$ cat src/sv/pvu_pkg.sv
// shared constants, command and status types and arithmetic helpers for the pdhg vector update
package pvu_pkg;

    localparam int FRAC_BITS  = 16;
    localparam int VAL_W      = 32;
    localparam int WIDE_W     = 51;
    localparam int REG_W      = 31;
    localparam int SUM_W      = 63;
    localparam int MUL_A_W    = VAL_W + 1;
    localparam int MUL_B_W    = VAL_W;
    localparam int MUL_W      = MUL_A_W + MUL_B_W;
    localparam int DIVD_W     = 64;
    localparam int DIVS_W     = 32;
    localparam int CFG_ADDR_W = 2;
    localparam int IN_DATA_W  = 168;
    localparam int OUT_DATA_W = 160;
    localparam logic [REG_W-1:0] REG_RESET = REG_W'(65536);

    typedef enum logic [CFG_ADDR_W-1:0] {
        CFG_TAU   = 2'd0,
        CFG_SIGMA = 2'd1,
        CFG_OMEGA = 2'd2
    } cfg_idx_t;

    typedef enum logic [4:0] {
        OP_NONE,
        OP_LOAD,
        OP_GRAD,
        OP_PNEXT,
        OP_SQ,
        OP_WLO,
        OP_WHI,
        OP_PTERM,
        OP_DMUL,
        OP_DV,
        OP_DIVQ,
        OP_DQ,
        OP_DCMUL,
        OP_DNEXT,
        OP_DIVT,
        OP_DTERM,
        OP_EMIT
    } pvu_op_t;

    typedef struct packed {
        pvu_op_t op;
        logic    in_ready;
    } pvu_cmd_t;

    typedef struct packed {
        logic mode;
        logic div_done;
        logic out_free;
    } pvu_stat_t;

    // sign extend a value field to the internal wide format
    function automatic logic signed [WIDE_W-1:0] wext(input logic signed [VAL_W-1:0] v);
        return {{(WIDE_W-VAL_W){v[VAL_W-1]}}, v};
    endfunction

    // saturate a wide value to the value range
    function automatic logic signed [VAL_W-1:0] sat_val(input logic signed [WIDE_W-1:0] v);
        logic signed [WIDE_W-1:0] vmax;
        logic signed [WIDE_W-1:0] vmin;
        vmax = {{(WIDE_W-VAL_W+1){1'b0}}, {(VAL_W-1){1'b1}}};
        vmin = ~vmax;
        if (v > vmax)
            return vmax[VAL_W-1:0];
        if (v < vmin)
            return vmin[VAL_W-1:0];
        return v[VAL_W-1:0];
    endfunction

    // box clamp, lower bound tested first
    function automatic logic signed [WIDE_W-1:0] clampb(
        input logic signed [WIDE_W-1:0] v,
        input logic signed [VAL_W-1:0]  lo,
        input logic signed [VAL_W-1:0]  hi,
        input logic                     lo_en,
        input logic                     hi_en
    );
        if (lo_en && (v < wext(lo)))
            return wext(lo);
        if (hi_en && (v > wext(hi)))
            return wext(hi);
        return v;
    endfunction

    // product shifted right by the fraction bits, rounded half up on the magnitude
    function automatic logic signed [WIDE_W-1:0] round_mag(input logic [MUL_W-1:0] p);
        logic [MUL_W:0] r;
        r = {1'b0, p} + ((MUL_W+1)'(1) << (FRAC_BITS-1));
        return {1'b0, r[FRAC_BITS +: WIDE_W-1]};
    endfunction

endpackage

$ cat src/sv/pvu_ctrl.sv
// controller: sequences the primal and dual update steps over the datapath
module pvu_ctrl
    import pvu_pkg::*;
(
    input  logic      clk,
    input  logic      rst_n,
    input  logic      in_valid,
    input  pvu_stat_t stat,
    output pvu_cmd_t  cmd
);

    typedef enum logic [17:0] {
        S_IDLE  = 18'h1 << 0,
        S_START = 18'h1 << 1,
        S_PNEXT = 18'h1 << 2,
        S_PSQ   = 18'h1 << 3,
        S_WLO   = 18'h1 << 4,
        S_WHI   = 18'h1 << 5,
        S_PTERM = 18'h1 << 6,
        S_DV    = 18'h1 << 7,
        S_DIVQ  = 18'h1 << 8,
        S_QWAIT = 18'h1 << 9,
        S_DQ    = 18'h1 << 10,
        S_DCMUL = 18'h1 << 11,
        S_DNEXT = 18'h1 << 12,
        S_DSQ   = 18'h1 << 13,
        S_DIVT  = 18'h1 << 14,
        S_TWAIT = 18'h1 << 15,
        S_DTERM = 18'h1 << 16,
        S_EMIT  = 18'h1 << 17
    } state_t;

    state_t state_reg, state_next;

    always_comb
    begin
        state_next   = state_reg;
        cmd.op       = OP_NONE;
        cmd.in_ready = 1'b0;
        unique case (state_reg)
            S_IDLE:
            begin
                cmd.in_ready = 1'b1;
                if (in_valid)
                begin
                    cmd.op     = OP_LOAD;
                    state_next = S_START;
                end
            end
            S_START:
            begin
                cmd.op     = stat.mode ? OP_DMUL : OP_GRAD;
                state_next = stat.mode ? S_DV : S_PNEXT;
            end
            S_PNEXT:
            begin
                cmd.op     = OP_PNEXT;
                state_next = S_PSQ;
            end
            S_PSQ:
            begin
                cmd.op     = OP_SQ;
                state_next = S_WLO;
            end
            S_WLO:
            begin
                cmd.op     = OP_WLO;
                state_next = S_WHI;
            end
            S_WHI:
            begin
                cmd.op     = OP_WHI;
                state_next = S_PTERM;
            end
            S_PTERM:
            begin
                cmd.op     = OP_PTERM;
                state_next = S_EMIT;
            end
            S_DV:
            begin
                cmd.op     = OP_DV;
                state_next = S_DIVQ;
            end
            S_DIVQ:
            begin
                cmd.op     = OP_DIVQ;
                state_next = S_QWAIT;
            end
            S_QWAIT:
            begin
                if (stat.div_done)
                    state_next = S_DQ;
            end
            S_DQ:
            begin
                cmd.op     = OP_DQ;
                state_next = S_DCMUL;
            end
            S_DCMUL:
            begin
                cmd.op     = OP_DCMUL;
                state_next = S_DNEXT;
            end
            S_DNEXT:
            begin
                cmd.op     = OP_DNEXT;
                state_next = S_DSQ;
            end
            S_DSQ:
            begin
                cmd.op     = OP_SQ;
                state_next = S_DIVT;
            end
            S_DIVT:
            begin
                cmd.op     = OP_DIVT;
                state_next = S_TWAIT;
            end
            S_TWAIT:
            begin
                if (stat.div_done)
                    state_next = S_DTERM;
            end
            S_DTERM:
            begin
                cmd.op     = OP_DTERM;
                state_next = S_EMIT;
            end
            S_EMIT:
            begin
                if (stat.out_free)
                begin
                    cmd.op     = OP_EMIT;
                    state_next = S_IDLE;
                end
            end
            default:
                state_next = S_IDLE;
        endcase
    end

    always_ff @(posedge clk or negedge rst_n)
    begin
        if (!rst_n)
            state_reg <= S_IDLE;
        else
            state_reg <= state_next;
    end

endmodule

$ cat config.mk
export PLATFORM = sky130hd
export DESIGN_NAME = pvu_ctrl
export DESIGN_NICKNAME = d
export VERILOG_FILES = /design/src/sv/pvu_pkg.sv /design/src/sv/pvu_ctrl.sv
export SDC_FILE = /design/constraint.sdc
export NUM_CORES = 1
export LEC_CHECK = 0
export BUFFER_PORTS_ARGS = -buffer_cell sky130_fd_sc_hd__buf_2
export CAP_MARGIN = 40
export CORE_MARGIN = 8
export CORE_UTILIZATION = 50
export DETAILED_ROUTE_END_ITERATION = 7
export PLACE_DENSITY = 0.82
export SLEW_MARGIN = 40
export SYNTH_ARGS = -nofsm -noshare
export SYNTH_HDL_FRONTEND = slang
export SYNTH_SLANG_ARGS = --single-unit
export TNS_END_PERCENT = 1
$ cat constraint.sdc
create_clock -name clk -period 2.3 [get_ports clk]
set_input_delay 0.345 -clock clk [delete_from_list [all_inputs] [get_ports clk]]
set_output_delay 0.345 -clock clk [all_outputs]
set_load 0.1 [all_outputs]
==> results of run 1 <==
stage by stage:
step                      utilization, %  cell area (um^2)  std cells  worst slack (ns)  setup TNS, ns
after floorplan                        -              1110        101            -0.634          -2.21
after detailed placement            72.8              1440        160           -0.0963         -0.224
final                               79.2              1570        173            -0.525          -2.00
after CTS                           77.1              1530        168            -0.436          -1.61
after global placement              72.8              1440        160           -0.0307        -0.0384
after global routing                79.2              1570        173            -0.618          -2.71
worst max path at each step:
stage                              from      to  cells past startpoint
after floorplan           state_reg[13]  cmd[1]                      6
after global placement     state_reg[9]  cmd[3]                      7
after detailed placement   state_reg[4]  cmd[1]                      7
after CTS                 state_reg[17]  cmd[1]                      7
after global routing      state_reg[15]  cmd[1]                      7
final                      state_reg[4]  cmd[1]                      7
area by class of cell:
| cell class | count | area, um^2 |
|---|---|---|
| fill | 127 | 413 |
| tap | 27 | 33.8 |
| sequential | 18 | 459 |
| timing repair buffer | 41 | 384 |
| clock buffer | 4 | 36.3 |
| multi-input combinational | 80 | 641 |
| inverter | 3 | 15.0 |
cells by family (layout without fill, tap and decap cells):
family	Yosys count	after routing	synth area share (%)
buffers and inverters	3	48	1.06
and+or+nand+nor	65	65	45.2
xor gates and xnor gates	5	5	4.11
AOI/OAI and AO/OA	10	10	7.17
DFF	18	18	42.4
worst max-delay path: stages, from the launching register on:
cell	delay [ns]
dfrtp_1	0.43
nor4_4	0.34
nand3_2	0.13
or3b_4	0.44
nor4b_4	0.36
nor3_2	0.09
nand4b_1	0.18
buf_12	0.20
metal layers:
metal,track usage [%],up-vias
li1,-,484
met1,18.7,552
met2,29.2,70
met3,3.23,22
met4,6.12,0
met5,0,-
timing repair:
action,4_1_cts,5_1_grt
hold buffers,1,0
resized for setup,5,1
endpoints found under the setup margin,6,6
endpoints found under the hold margin,17,0
pin swaps,4,9
setup buffers,3,5
power by group through the flow:
stage / clock network, mW / registers (mW) / logic [mW]
final: 0.203 / 0.379 / 1.00
after global routing: 0.216 / 0.379 / 1.05
after CTS: 0.198 / 0.376 / 0.970
after detailed placement: 0 / 0.382 / 0.931
after global placement: 0 / 0.379 / 0.896
after floorplan: 0 / 0.387 / 0.552
cells in the mapped netlist, drive strengths merged (2+ instances only):
library cell / number
nand3: 4
nor2b: 2
and3: 2
o31a: 2
dfrtp: 17
nand4: 4
xor2: 4
and4b: 5
o21ai: 3
or3: 2
nor2: 9
and4: 2
inv: 3
nor4b: 4
nand4b: 6
nor3: 5
nand2: 8
and2: 2
nor4: 6
==> flow_metrics.tcl, run 1 <==
set metrics [dict create \
    synth-async-reset-ratio_pct 100 \
    ys_top_cells_by_area "dfrtp_1, nand4b_1, and4b_1" \
    drive_gt1_share_pct 47.3 \
    min_period_ns 2.83 \
    hp-class "primary input to register" \
    highest_layer "met4" \
    synth.net_count 107 \
    wl_met2_um 1730 \
    period_share_pct 123 \
    fmax_mhz 354 \
    netlist.area_leader.share_pct 40.0 \
    regToRegEndpoint "state_reg[9]" \
    grt_usage_pct 16.4 \
    final_common_cell "buf_4" \
    antenna_left 0 \
    antenna_found_initial 0 \
    synth_cells 101 \
    p_int_mw 0.870 \
    fp.dieW_um 62.1 \
    holdPathStages 2 \
    worstSetupPathType "register to output port" \
    synth_top_flop_cell "dfrtp_1" \
    worstMarginPinSlew_ns 0.465 \
    ys_seq_area_share_pct 42.4 \
    chipHeight_um 62.1 \
    power_mw 1.58 \
    core_area_um2 1980 \
    grt_pass1_vias 1070 \
    die_area_um2 3860 \
    synth-edff-count 0 \
    clkPwrFrac_pct 12.8 \
    setup_viol 6 \
    setup_slack_ns -0.525 \
    seqPwrFrac_pct 23.9 \
    p_leak_nw 0.742 \
    rows 16 \
    rsz0062_at_grt "true" \
    switching_share_pct 45.1 \
    slew_viol_final 0 \
    start_kind "register" \
    clockBufferDepth 2 \
    synth_top_area_cell "dfrtp_1" \
    power_switching_mw 0.714 \
    clock-root-buffer "clkbuf_4" \
    final_cell_mix "buf_4, dfrtp_1, nor2_1, nand2_1" \
    violations "setup timing" \
    combPwrFrac_pct 63.2 \
    drcViolationCount 0 \
    outcome "complete, but fails checks" \
    relSlewSlack_pct 69.0 \
    clock_latency_ns 0.30 \
    ir_worst_vdd_mv 1.05 \
    critPathRequiredTime_ns 1.96 \
    largest_reg_flops 18 \
    holdWs_ns 0.202 \
    critPathCaptureType "output port" \
    drt_iter0_drc 81 \
    hold_start "stat[2]" \
    cts_buffers 3 \
    cts.sinks 18 \
    min_to "state_reg[2]" \
    n_antenna_cell 0 \
    netlist_area_um2 1060 \
    ys_ff_latch 18 \
    cts_htree_levels 1 \
    wl_met3_um 273 \
    ff2ff_path_depth 9 \
    cts_tree "built" \
    place_congestion 0.957 \
    routedWlPerCell_um 20.5 \
    grt_pass1_wl_um 5250 \
    avgSynthCellArea_um2 10.5 \
    hpwl_um 2410 \
    ys_types 36 \
    reg2reg_from "state_reg[15]" \
    fin_nets 153 \
    crit_fanout 4 \
    via_per_inst 6.52 \
    routed_wl_um 3540 \
    yosysWarnings 0 \
    initial_core_util_pct 53.7 \
    drv_cap 0 \
    m1WireLength_um 1340 \
    finalHoldViolations 0 \
    vias 1128 \
    reg2reg_slack_ns 0.06 \
    area_delta_synth_final_pct 47.4 \
    finClkSkew_ns 0.00309 \
    first_pass_iters 4 \
    io_pins 12 \
    clk_pin_slew_worst_paths_ns 0.11 \
    grt_max_degree 19 \
    numPortBuffers 11 \
    gr-total-overflow 0 \
    cellPowerDensity_nw_per_um2 1010 \
    crit_arrival_ns 2.48 \
]
No activity file was read; power rests on OpenSTA's default activity.
==> run 2, diff against run 1 <==
==> constraint.sdc (replaced) <==
create_clock -name clk -period 2.3 [get_ports clk]
set_input_delay 0.23 -clock clk [delete_from_list [all_inputs] [get_ports clk]]
set_output_delay 0.23 -clock clk [all_outputs]
set_load 0.1 [all_outputs]
==> run 2 against run 1 <==
- the flow still finishes with violations (setup timing)
- largest cell class unchanged
- combinational power down 8%
- routed wire length down 17%
- non-clock buffer count down 11
- clock power down 6%
==> flow_metrics.tcl, run 2 (synthesis results as in run 1) <==
set metrics [dict create \
    outcome "complete, but fails checks" \
    violations "setup timing" \
    grt_pass1_wl_um 4860 \
    seq_area_um2 459 \
    finalHoldViolations 0 \
    hpwl_um 2160 \
    setup_viol 4 \
    multi_input_area_um2 643 \
    core_area_um2 1980 \
    tns_ns -0.908 \
    worstMarginPinSlew_ns 0.460 \
    clock-root-buffer "clkbuf_4" \
    design_area_um2 1480 \
    cts_buffers 3 \
    start_kind "register" \
    drcViolationCount 0 \
    cts_htree_levels 1 \
    io_pins 12 \
    fin_nets 142 \
    grt_pass1_vias 1032 \
    drive_gt1_share_pct 44.4 \
    power_mw 1.49 \
    holdWs_ns 0.124 \
    die_area_um2 3860 \
    vias 1006 \
    drt_iter0_drc 43 \
    first_pass_iters 4 \
    rows 16 \
    antenna_found_initial 0 \
    period_share_pct 111 \
    crit_arrival_ns 2.33 \
    relSlewSlack_pct 69.0 \
    final-instance-count-excl-fill 162 \
    fp.dieW_um 62.1 \
    critPathCaptureType "output port" \
    via_per_inst 6.21 \
    numPortBuffers 11 \
    rsz0062_at_grt "true" \
    critPathRequiredTime_ns 2.07 \
    area_delta_synth_final_pct 38.8 \
    initial_core_util_pct 53.7 \
    finClkSkew_ns 0.00709 \
    cellPowerDensity_nw_per_um2 1010 \
    crit_fanout 3 \
    clk_pin_slew_worst_paths_ns 0.11 \
    cts.sinks 18 \
    p_leak_nw 0.678 \
    gr-total-overflow 0 \
    largest_reg_flops 18 \
    nFillCells 126 \
    cts_tree "built" \
    min_period_ns 2.56 \
    hp-class "primary input to register" \
    routed_wl_um 2930 \
    chipHeight_um 62.1 \
    worstSetupPathType "register to output port" \
    placed_cells 149 \
    grt_usage_pct 15.1 \
    place_congestion 0.985 \
    drv_cap 0 \
    routedWlPerCell_um 18.1 \
    grt_max_degree 19 \
    final_common_cell "buf_4" \
    slew_viol_final 0 \
    clockBufferDepth 2 \
    antenna_left 0 \
    fmax_mhz 390 \
    ir_worst_vdd_mv 1.45 \
    n_antenna_cell 0 \
    final_cell_mix "buf_4, dfrtp_1, nor2_1, nand2_1" \
    setup_slack_ns -0.263 \
    place_area_um2 1360 \
    clock_latency_ns 0.28 \
]
==> run 2: cell types whose count changed in the layout (fill, tap and decap cells not counted) <==
cell,delta
buf_4,-8
buf_6,-3
nor2b_1,-1
nor2b_2,+1
nor3_2,+1
nor3_4,-1
o221ai_1,-1
o221ai_2,+1
==> run 2: routing by layer <==
layer	part of all wire, %	wire [um]	GRT usage, %
met4	1.6	46	6.41
met3	4.1	119	3.05
met1	43	1260	17.9
met2	51	1500	25.5
met5	0	0	0
==> run 2: final cells by class <==
| class | count | share of cell area [%] |
|---|---|---|
| repair buffers | 30 | 19.6 |
| multi-input cells | 80 | 43.5 |
| flip-flops and latches | 18 | 31.1 |
| inverters | 3 | 1.02 |
| well taps | 27 | 2.29 |
| clock buffers | 4 | 2.46 |
==> run 2: per-stage QoR <==
step / utilization (%) / worst slack, ns
after CTS: 73.4 / -0.270
final: 74.6 / -0.263
after global routing: 74.6 / -0.388
after global placement: 68.6 / 0.0373
after floorplan: - / -0.519
after detailed placement: 68.6 / 0.0151
==> run 2: critical path: stages (launching register included) <==
cell	delay, ns
dfrtp_1	0.42
nor4_4	0.36
nand3_2	0.13
or3b_4	0.44
nor4b_4	0.26
nor3_2	0.10
nand4b_1	0.15
buf_12	0.19
==> run 2: timing repair <==
item,CTS,global route
endpoints found under the setup margin,4,5
pin swaps,6,0
gates resized for setup,2,2
endpoints found under the hold margin,17,0
buffers inserted,6,2
cloned,0,0
hold buffers,1,0
==> run 2: path summary, 6_finish.rpt <==
check | startpoint | end | slack (ns) | depth (start not counted)
setup / recovery | state_reg[15] | cmd[1] | -0.26 | 7
hold / removal | stat[2] | state_reg[2] | 0.12 | 2
setup reg to reg | state_reg[7] | state_reg[9] | 0.23 | 8
hold reg to reg | state_reg[12] | state_reg[4] | 0.56 | 1
max in group asynchronous | rst_n | state_reg[0] | 1.59 | 2
min in group asynchronous | rst_n | state_reg[1] | 0.39 | 2
==> run 2: power by group <==
part	switching, mW	total, mW	internal, mW	leakage, nW
registers	0.0318	0.382	0.350	0.237
clock network	0.0943	0.191	0.0962	0.0210
logic	0.539	0.922	0.383	0.420
total	0.665	1.49	0.830	0.678
